### src/ssdd_pkg.sv
// ----------------------------------------------------------------------------
// ssdd_pkg
// Shared constants and types for the start/stop delimited deframer.
// ----------------------------------------------------------------------------
package ssdd_pkg;

	localparam int unsigned START_LEN = 4;
	localparam int unsigned STOP_LEN  = 4;

	localparam logic [7:0] START_BYTE      = 8'h55;
	localparam logic [7:0] STOP_BYTE       = 8'hFF;
	localparam logic [7:0] FRAME_LEN_RESET = 8'd16;

	localparam int unsigned WIN_W = START_LEN * 8;

	typedef struct packed {
		logic [7:0] out_byte;
		logic       is_status;
		logic       frame_ok;
		logic       last_payload;
	} res_t;

endpackage

### src/ssdd_core.sv
// ----------------------------------------------------------------------------
// ssdd_core
// Frame state machine: start hunt over a sliding window, payload count,
// stop sequence check. Produces at most one result per byte stepped in.
// ----------------------------------------------------------------------------
module ssdd_core
	import ssdd_pkg::*;
(
	input  logic       clk,
	input  logic       arst_n,
	input  logic       step,
	input  logic [7:0] rx_byte,
	input  logic [7:0] frame_len,
	output logic       res_valid,
	output res_t       res
);

	typedef enum logic [1:0] {
		PH_HUNT    = 2'd0,
		PH_PAYLOAD = 2'd1,
		PH_STOP    = 2'd2
	} phase_t;

	phase_t             phase_q, phase_d;
	logic [WIN_W-1:0]   window_q, window_d;
	logic [7:0]         byte_count_q, byte_count_d;
	logic               stop_mismatch_q, stop_mismatch_d;

	logic [8:0]         count_inc;
	logic [WIN_W-1:0]   window_sh;
	logic               start_hit;
	logic               bad_stop;

	assign count_inc = {1'b0, byte_count_q} + 9'd1;
	assign window_sh = {window_q[WIN_W-9:0], rx_byte};
	assign bad_stop  = stop_mismatch_q | (rx_byte != STOP_BYTE);

	// A cleared window holds zeros, so an all-start match implies START_LEN
	// bytes have been shifted in since the clear.
	always_comb begin
		start_hit = 1'b1;
		for (int i = 0; i < int'(START_LEN); i++) begin
			if (window_sh[i*8 +: 8] != START_BYTE) begin
				start_hit = 1'b0;
			end
		end
	end

	always_comb begin
		phase_d         = phase_q;
		window_d        = window_q;
		byte_count_d    = byte_count_q;
		stop_mismatch_d = stop_mismatch_q;
		res_valid       = 1'b0;
		res             = '0;
		case (phase_q)
			PH_PAYLOAD: begin
				res_valid    = 1'b1;
				res.out_byte = rx_byte;
				if (count_inc >= {1'b0, frame_len}) begin
					res.last_payload = 1'b1;
					phase_d          = PH_STOP;
					byte_count_d     = '0;
					stop_mismatch_d  = 1'b0;
				end else begin
					byte_count_d = count_inc[7:0];
				end
			end
			PH_STOP: begin
				if (count_inc >= 9'(STOP_LEN)) begin
					res_valid       = 1'b1;
					res.is_status   = 1'b1;
					res.frame_ok    = ~bad_stop;
					phase_d         = PH_HUNT;
					window_d        = '0;
					byte_count_d    = '0;
					stop_mismatch_d = 1'b0;
				end else begin
					byte_count_d    = count_inc[7:0];
					stop_mismatch_d = bad_stop;
				end
			end
			default: begin
				// hunting, and the unused code behaves the same
				phase_d  = PH_HUNT;
				window_d = window_sh;
				if (start_hit) begin
					byte_count_d    = '0;
					stop_mismatch_d = 1'b0;
					phase_d         = (frame_len == 8'd0) ? PH_STOP : PH_PAYLOAD;
				end
			end
		endcase
	end

	always_ff @(posedge clk or negedge arst_n) begin
		if (!arst_n) begin
			phase_q         <= PH_HUNT;
			window_q        <= '0;
			byte_count_q    <= '0;
			stop_mismatch_q <= 1'b0;
		end else if (step) begin
			phase_q         <= phase_d;
			window_q        <= window_d;
			byte_count_q    <= byte_count_d;
			stop_mismatch_q <= stop_mismatch_d;
		end
	end

endmodule

### src/ssdd_out_reg.sv
// ----------------------------------------------------------------------------
// ssdd_out_reg
// Result register with valid/ready toward the consumer.
// ----------------------------------------------------------------------------
module ssdd_out_reg
	import ssdd_pkg::*;
(
	input  logic       clk,
	input  logic       arst_n,
	input  logic       load,
	input  logic       res_valid,
	input  res_t       res,
	output logic       space,
	output logic       out_valid,
	input  logic       out_ready,
	output logic [7:0] out_byte,
	output logic       is_status,
	output logic       frame_ok,
	output logic       last_payload
);

	logic valid_q;
	res_t res_q;

	// free when empty or the held beat leaves this cycle
	assign space = ~valid_q | out_ready;

	always_ff @(posedge clk or negedge arst_n) begin
		if (!arst_n) begin
			valid_q <= 1'b0;
		end else if (load) begin
			valid_q <= res_valid;
		end else if (out_ready) begin
			valid_q <= 1'b0;
		end
	end

	always_ff @(posedge clk) begin
		if (load && res_valid) begin
			res_q <= res;
		end
	end

	assign out_valid    = valid_q;
	assign out_byte     = res_q.out_byte;
	assign is_status    = res_q.is_status;
	assign frame_ok     = res_q.frame_ok;
	assign last_payload = res_q.last_payload;

endmodule

### src/start_stop_delimited_deframer.sv
// An accepted byte is held in the input register until the output register has
// space; it is then processed and its result, if any, is loaded into the output register.
// Throughput: one byte per cycle while the output register has space; the frame state updates once per byte.
// Reset (arst_n low): block hunts for a start with a cleared window, no
// result is pending, and the frame length register returns to 16.
// ----------------------------------------------------------------------------
// start_stop_delimited_deframer
// Finds a 0x55 start sequence, passes on the configured number of bytes,
// then checks the 0xFF stop sequence and reports frame status.
// ----------------------------------------------------------------------------
module start_stop_delimited_deframer
	import ssdd_pkg::*;
(
	input  logic       clk,
	input  logic       arst_n,
	input  logic       cfg_we,
	input  logic [7:0] cfg_wdata,
	input  logic       in_valid,
	output logic       in_ready,
	input  logic [7:0] rx_byte,
	output logic       out_valid,
	input  logic       out_ready,
	output logic [7:0] out_byte,
	output logic       is_status,
	output logic       frame_ok,
	output logic       last_payload
);

	logic [7:0] frame_len_q;
	logic       valid_s1;
	logic [7:0] rx_byte_s1;
	logic       space;
	logic       advance;
	logic       res_valid;
	res_t       res;

	assign advance  = valid_s1 & space;
	assign in_ready = ~valid_s1 | advance;

	always_ff @(posedge clk or negedge arst_n) begin
		if (!arst_n) begin
			frame_len_q <= FRAME_LEN_RESET;
		end else if (cfg_we) begin
			frame_len_q <= cfg_wdata;
		end
	end

	always_ff @(posedge clk or negedge arst_n) begin
		if (!arst_n) begin
			valid_s1 <= 1'b0;
		end else if (in_ready) begin
			valid_s1 <= in_valid;
		end
	end

	always_ff @(posedge clk) begin
		if (in_valid && in_ready) begin
			rx_byte_s1 <= rx_byte;
		end
	end

	ssdd_core u_core (
		.clk         (clk),
		.arst_n      (arst_n),
		.step        (advance),
		.rx_byte     (rx_byte_s1),
		.frame_len   (frame_len_q),
		.res_valid   (res_valid),
		.res         (res)
	);

	ssdd_out_reg u_out (
		.clk          (clk),
		.arst_n       (arst_n),
		.load         (advance),
		.res_valid    (res_valid),
		.res          (res),
		.space        (space),
		.out_valid    (out_valid),
		.out_ready    (out_ready),
		.out_byte     (out_byte),
		.is_status    (is_status),
		.frame_ok     (frame_ok),
		.last_payload (last_payload)
	);

endmodule

### config.mk
export PLATFORM = sky130hd
export DESIGN_NAME = start_stop_delimited_deframer
export DESIGN_NICKNAME = d
export VERILOG_FILES = /design/src/ssdd_pkg.sv /design/src/ssdd_core.sv /design/src/ssdd_out_reg.sv /design/src/start_stop_delimited_deframer.sv
export SDC_FILE = /design/constraint.sdc
export NUM_CORES = 1
export LEC_CHECK = 0
export BUFFER_PORTS_ARGS = -buffer_cell sky130_fd_sc_hd__buf_4
export CORE_MARGIN = 1.5
export CORE_UTILIZATION = 35
export DETAILED_ROUTE_END_ITERATION = 8
export GPL_ROUTABILITY_DRIVEN = 0
export PLACE_DENSITY = 0.51
export SETUP_SLACK_MARGIN = 0.15
export SYNTH_ARGS = -nofsm -noshare
export SYNTH_HDL_FRONTEND = slang
export SYNTH_SLANG_ARGS = --single-unit
### constraint.sdc
create_clock -name clk -period 5.7 [get_ports clk]
set_input_delay 0.57 -clock clk [delete_from_list [all_inputs] [get_ports clk]]
set_output_delay 0.57 -clock clk [all_outputs]
set_load 0.01 [all_outputs]
==> out/metrics.csv, run 1 <==
stage,metric,value,unit
outcome,outcome,completed,
routing,vias per cell,4.94,
placement,Placed Instances,433,
placement,input/output buffers,33,
logic_synthesis,register area share after synthesis,51.6,%
critical_path,critical path arrival,3.13,ns
routing,wire length per cell,15.1,um
critical_path,kind of critical path,register to register,
global_routing,first-pass GRT wire length,11200,um
cells_and_area,share of cells above drive strength 1,27.2,%
logic_synthesis,"area leader, netlist",dfrtp_1,
clock_network,post-CTS sizing,0,
power,leak pwr,1.64,nW
clock_network,Worst-path clk slew,0.08,ns
critical_path,data required time of the worst path,5.92,ns
cells_and_area,# diodes,0,
logic_synthesis,Syn Area/Cell,10.9,um2
clock_network,Setup Buffers After CTS,0,
clock_network,clk buf depth,2,
run,max cap viols,0,
clock_network,CTS root buf,clkbuf_8,
logic_synthesis,async set or reset register ratio after synthesis,70.3,%
floorplan,row count,35,
logic_synthesis,synth unique cells,57,
cells_and_area,Post-Layout Cell Count,449,
sta,Final Hold Violating Endpoints,0,
critical_path,endpoint class of the critical path,register,
clock_network,H-tree levels,3,
sta,max frequency,344,MHz
sta,Hold WS,0.238,ns
sta,RSZ-0062 raised after global routing,no,
cells_and_area,Multi-input gate area,1370,um2
global_routing,vias in the first global route,2246,
sta,Final Max Tran Viols,0,
floorplan,Die H,100,um
critical_path,startpoint types,register,
routing,DRC,0,
clock_network,CTS tree,built,
clock_network,clock latency on the worst-skew pair,0.34,ns
routing,initial DRC count,74,
logic_synthesis,Synth top area share,33.4,%
global_routing,gr ovfl total,0,
logic_synthesis,Post-Synthesis Cells,303,
sta,clock skew,0.00981,ns
routing,drt total wl,6770,um
logic_synthesis,"EDFF count, synth",19,
placement,hpwl dp,4700,um
routing,first-pass detailed-route iteration total,4,
floorplan,Starting Density,35.8,%
cells_and_area,fillers,899,
cells_and_area,Register Area,1700,um2
min_path,Hold/Removal Path Class,input pin to async pin,
global_routing,GRT Total Usage,14.6,%
sta,final period utilization,51.1,%
power,pwr/cell area,285,nW/um2
logic_synthesis,Synth area leaders,"dfrtp_1, edfxtp_1, nand3_2",
sta,crit path time final,2.91,ns
logic_synthesis,synthesized area,3290,um2
power,Worst VDD drop,0.141,mV
floorplan,floorplan core area,9200,um2
sta,Slew @ Worst Pin,1.09,ns
floorplan,DIE AREA,10000,um2
logic_synthesis,Synth Flop Type,dfrtp_1,
floorplan,Die X,100,um
logic_synthesis,Synthesis Warnings,0,
clock_network,total clock sinks,64,
logic_synthesis,"top cells by count, synth","dfrtp_1, inv_1, nand2_1",
logic_synthesis,most common cell in the netlist,dfrtp_1,
sta,Slew headroom,27.1,%
logic_synthesis,post-synthesis register bit count,64,
critical_path,r2r worst-path depth,9,
critical_path,Crit Path Max Fanout,9,
global_routing,largest net degree at the start of global routing,49,
routing,Antenna Violating Nets Remaining,0,
routing,via count,2219,
clock_network,Post-CTS Hold Buffers,0,
cells_and_area,Nets,365,
floorplan,Ports,34,
sta,Fin Setup TNS,0,ns
sta,Final setup viols,0,
global_routing,initial antenna violation count,0,
clock_network,Num CTS Buffers,9,
logic_synthesis,synthesized net count,335,
cells_and_area,Area growth syn-to-layout,16.8,%
[worst max-delay path, cell delays in order, from the launching register on]
cell	delay [ns]
dfrtp_1	0.50
ha_1	0.40
nand3_1	0.14
xnor2_1	0.21
ha_1	0.27
o21ai_0	0.16
nor2_1	0.08
o311ai_4	0.48
a211o_2	0.25
mux2_4	0.30
[power breakdown]
group / switching [mW] / internal, mW / total, mW
logic: 0.0430 / 0.0365 / 0.0795
clock network: 0.194 / 0.296 / 0.490
registers: 0.0251 / 0.503 / 0.529
total: 0.262 / 0.836 / 1.10
[path summary, 6_finish.rpt]
check	start	slack, ns	to
worst max-delay path	u_core.byte_count_q[0]	2.79	u_core.phase_q[1]
worst max register to register	u_core.byte_count_q[0]	2.79	u_core.phase_q[1]
worst min register to register	u_core.window_q[20]	0.52	u_core.window_q[20]
max in group asynchronous	arst_n	5.04	u_core.window_q[19]
worst min-delay path	arst_n	0.24	frame_len_q[5]
min in group clk	rx_byte[1]	0.40	rx_byte_s1[1]
[state kept, by name, indices dropped and copies added (netlist names)]
register	flops
u_core.byte_count_q	8
u_out.out_valid	1
u_out.frame_ok	1
u_out.last_payload	1
u_out.is_status	1
frame_len_q	8
u_core.stop_mismatch_q	1
u_out.out_byte	8
u_core.window_q	24
valid_s1	1
u_core.phase_q	2
rx_byte_s1	8
[metrics by stage]
stage / setup slack [ns] / utilization [%] / cell area, um2 / total power, mW
finish: 2.79 / 41.8 / 3850 / 1.10
global placement: 2.88 / 39.1 / 3600 / 0.618
global route: 2.57 / 41.8 / 3850 / 1.15
floorplan: 3.18 / - / 3290 / 0.585
detailed placement: 2.83 / 39.1 / 3600 / 0.620
CTS: 2.80 / 41.8 / 3850 / 1.12
[cells by family (layout without fill, tap and decap cells)]
group / Yosys count / in the layout / synth area share [%]
AND/OR/NAND/NOR: 105 / 105 / 20.5
buffers and inverters: 52 / 87 / 7.11
multiplexers: 7 / 7 / 2.58
flip-flops: 64 / 64 / 51.6
AO/OA/AOI/OAI: 59 / 59 / 12.7
XOR/XNOR: 5 / 5 / 1.33
adder cells (fa/ha/maj): 11 / 11 / 4.18
[cells in the final DEF (no fill, tap or decap), types with 4 or more instances in the layout]
master,netlist,final
a21oi_1,5,5
clkbuf_8,0,9
nand3_2,16,16
nand2b_1,5,5
nand2_1,23,23
mux2_2,4,4
o21ai_1,21,21
buf_4,0,34
ha_1,11,11
nand4_1,5,5
inv_1,36,36
nand3_1,14,14
o21ai_0,7,7
xnor2_1,4,4
edfxtp_1,19,19
and3_1,4,4
o21ai_2,8,8
nor2_1,5,5
and2_1,10,10
dfrtp_1,44,44
[cell type report]
type	instances	area share (%)
Sequential cell	64	44.1
Multi-Input combinational cell	187	35.5
Timing Repair Buffer	34	6.64
Inverter	37	3.61
Tap cell	111	3.61
Clock inverter	7	3.25
Clock buffer	9	3.22
[layer usage]
layer	track usage [%]	wire length [um]
met1	18.7	3150
met2	24.1	3330
met3	4.46	225
met4	4.01	61
met5	0	0
No activity file was read; power rests on OpenSTA's default activity.
==> inputs of run 2 (changes only) <==
clock period = 2.8 ns   (was 5.7 ns; I/O delays follow)
==> run 2 against run 1 <==
Effect of this change:
- clock skew is 0.00054 ns lower
- first-iteration DRC count increased by 64%
- worst setup slack got worse by 2.5 ns
- combinational power rose by 120%
- routed wire length increased by 6.5%
- core utilization up 2.3 points
- sequential power rose by 100%
- global-route usage grew 0.81 points
- largest cell class unchanged
==> out/metrics.csv, run 2 (synthesis gave the netlist of run 1 again) <==
stage,metric,value,unit,change
outcome,outcome,completed,,unchanged
power,pwr/cell area,555,nW/um2,was 285 nW/um2
sta,max frequency,391,MHz,was 344 MHz
global_routing,met2 Use GR,26.7,%,was 24.1%
critical_path,startpoint types,register,,unchanged
global_routing,GRT Total Usage,15.4,%,was 14.6%
clock_network,Num CTS Buffers,9,,unchanged
floorplan,row count,35,,unchanged
critical_path,CP cell instances,ha_4 -> buf_4 -> or4_4 -> a211oi_4 -> o211ai_1 -> nor2_2 -> a211o_2 -> mux2_4,,was ha_1 -> nand3_1 -> xnor2_1 -> ha_1 -> o21ai_0 -> nor2_1 -> o311ai_4 -> a211o_2 -> mux2_4
floorplan,Die X,100,um,unchanged
global_routing,Global Route met1 Usage,19.0,%,was 18.7%
critical_path,critical path arrival,2.78,ns,was 3.13 ns
clock_network,Worst-path clk slew,0.08,ns,about the same
cells_and_area,most frequent cells in the layout,"buf_4, dfrtp_1, inv_1",,"was dfrtp_1, inv_1, buf_4"
min_path,min-delay src,rx_byte[1],,
routing,drt total wl,7210,um,was 6770 um
clock_network,CTS tree,built,,unchanged
sta,Final setup viols,0,,unchanged
global_routing,gr ovfl total,0,,unchanged
global_routing,largest net degree at the start of global routing,46,,was 49
routing,via count,2331,,"was 2,219"
routing,vias per cell,4.97,,was 4.94
power,leak pwr,1.74,nW,was 1.64 nW
floorplan,floorplan core area,9200,um2,unchanged
critical_path,endpoint class of the critical path,register,,unchanged
min_path,Hold Path End,rx_byte_s1[1],,
placement,hpwl dp,4830,um,was 4700 um
critical_path,"slowest stage delay, CP",0.56,ns,was 0.50 ns
global_routing,global routing usage on met3,4.60,%,was 4.46%
min_path,Hold/Removal Path Class,input pin to register,,was input pin to async pin
placement,Area after DPL,3700,um2,was 3600 um2
min_path,hold path cells,1,,
power,Worst VDD drop,0.365,mV,was 0.141 mV
global_routing,initial antenna violation count,0,,unchanged
clock_network,H-tree levels,3,,unchanged
critical_path,r2r worst-path depth,8,,was 9
sta,clock skew,0.00927,ns,was 0.00981 ns
routing,wire length per cell,15.4,um,was 15.1 um
global_routing,GR peak layer,met2,,unchanged
cells_and_area,Nets,385,,was 365
cells_and_area,design area,4060,um2,was 3850 um2
sta,crit path time final,2.56,ns,was 2.91 ns
sta,final period utilization,91.3,%,was 51.1%
critical_path,kind of critical path,register to register,,unchanged
routing,initial DRC count,121,,was 74
cells_and_area,Area growth syn-to-layout,23.2,%,was 16.8%
critical_path,worst r2r src,u_core.byte_count_q[0],,unchanged
global_routing,first-pass GRT wire length,11800,um,"was 11,200 um"
clock_network,total clock sinks,64,,unchanged
cells_and_area,"commonest non-fill, non-tap cell in the layout",buf_4,,was dfrtp_1
clock_network,clock latency on the worst-skew pair,0.34,ns,about the same
critical_path,Crit Path Max Fanout,7,,was 9
sta,RSZ-0062 raised after global routing,no,,unchanged
cells_and_area,Reg with most FFs,u_core.window_q,,unchanged
placement,input/output buffers,33,,unchanged
floorplan,DIE AREA,10000,um2,unchanged
floorplan,Ports,34,,unchanged
critical_path,flop2flop setup slack,0.24,ns,was 2.79 ns
critical_path,reg2reg end,u_core.phase_q[0],,was u_core.phase_q[1]
power,total power,2.25,mW,was 1.10 mW
routing,first-pass detailed-route iteration total,4,,unchanged
sta,Slew headroom,33.9,%,was 27.1%
floorplan,Die H,100,um,unchanged
clock_network,CTS root buf,clkbuf_8,,unchanged
global_routing,vias in the first global route,2346,,"was 2,246"
cells_and_area,Largest register FFs,24,,unchanged
sta,Final Max Tran Viols,0,,unchanged
routing,DRC,0,,unchanged
sta,Fin Setup TNS,0,ns,unchanged
sta,Slew @ Worst Pin,0.987,ns,was 1.09 ns
sta,Final Hold Violating Endpoints,0,,unchanged
critical_path,data required time of the worst path,3.02,ns,was 5.92 ns
floorplan,Starting Density,35.8,%,unchanged
critical_path,Worst path slowest cell,or4_4,,was dfrtp_1
cells_and_area,share of cells above drive strength 1,33.8,%,was 27.2%
clock_network,clk buf depth,2,,unchanged
cells_and_area,# diodes,0,,unchanged
run,max cap viols,0,,unchanged
routing,Antenna Violating Nets Remaining,0,,unchanged
-- run 2: cell count changes in the layout (fill, tap and decap cells not counted), sizes merged --
cell         delta
buf            +17
nor3b           +2
dlygate4sd3     +1
-- run 2: final cells by class --
type	instances	area (um2)
Fill cell	896	5140
Clock buffer	9	124
Timing Repair Buffer	52	393
Multi-Input combinational cell	189	1440
Tap cell	111	139
Sequential cell	64	1700
Clock inverter	7	125
Inverter	37	139
-- run 2: report_power, final --
part | total, mW | switching, mW | leakage (nW) | internal [mW]
logic | 0.173 | 0.0912 | 0.894 | 0.0817
clock network | 1.00 | 0.397 | 0.125 | 0.603
registers | 1.08 | 0.0530 | 0.725 | 1.02
total | 2.25 | 0.541 | 1.74 | 1.71
-- run 2: worst max-delay path by stage --
stage                                      start                  end  cells after the start
after floorplan           u_core.byte_count_q[0]    u_core.phase_q[0]                     10
after global placement    u_core.byte_count_q[0]    u_out.out_byte[7]                      8
after detailed placement  u_core.byte_count_q[1]  u_core.window_q[20]                      9
after CTS                 u_core.byte_count_q[1]  u_core.window_q[23]                      9
after global routing      u_core.byte_count_q[1]    u_core.phase_q[0]                      9
final                     u_core.byte_count_q[0]    u_core.phase_q[0]                      8
-- run 2: metal layers --
metal,vias up,part of all wire (%)
li1,1167,-
met1,1115,46
met2,41,49
met3,8,3.4
met4,0,1.3
met5,-,0
-- run 2: critical path, delay by kind of cell, from the launching register on --
family / cells / cell delay (ns)
simple gates: 2 / 0.77
compound gates: 3 / 0.57
buf+inv: 1 / 0.15
flops: 1 / 0.47
fa+ha+maj: 1 / 0.19
mux: 1 / 0.30
-- run 2: repair_timing --
item | in CTS | in global routing
hold buffers | 1 | 0
resized for setup | 1 | 11
cloned | 1 | 1
buffers inserted | 0 | 3
pin swaps | 0 | 6
endpoints found under the setup margin | 19 | 37
endpoints found under the hold margin | 44 | 0
-- run 2: per-stage QoR --
step | hold slack, ns | cells | setup slack, ns | util, %
2_1_floorplan | -0.0156 | 303 | 0.278 | -
3_3_place_gp | 0.334 | 447 | 0.178 | 40.3
3_5_place_dp | 0.341 | 447 | 0.121 | 40.3
4_1_cts | 0.0942 | 465 | 0.149 | 43.3
5_1_grt | 0.0790 | 469 | 0.153 | 44.1
6_report | 0.111 | 469 | 0.244 | 44.1
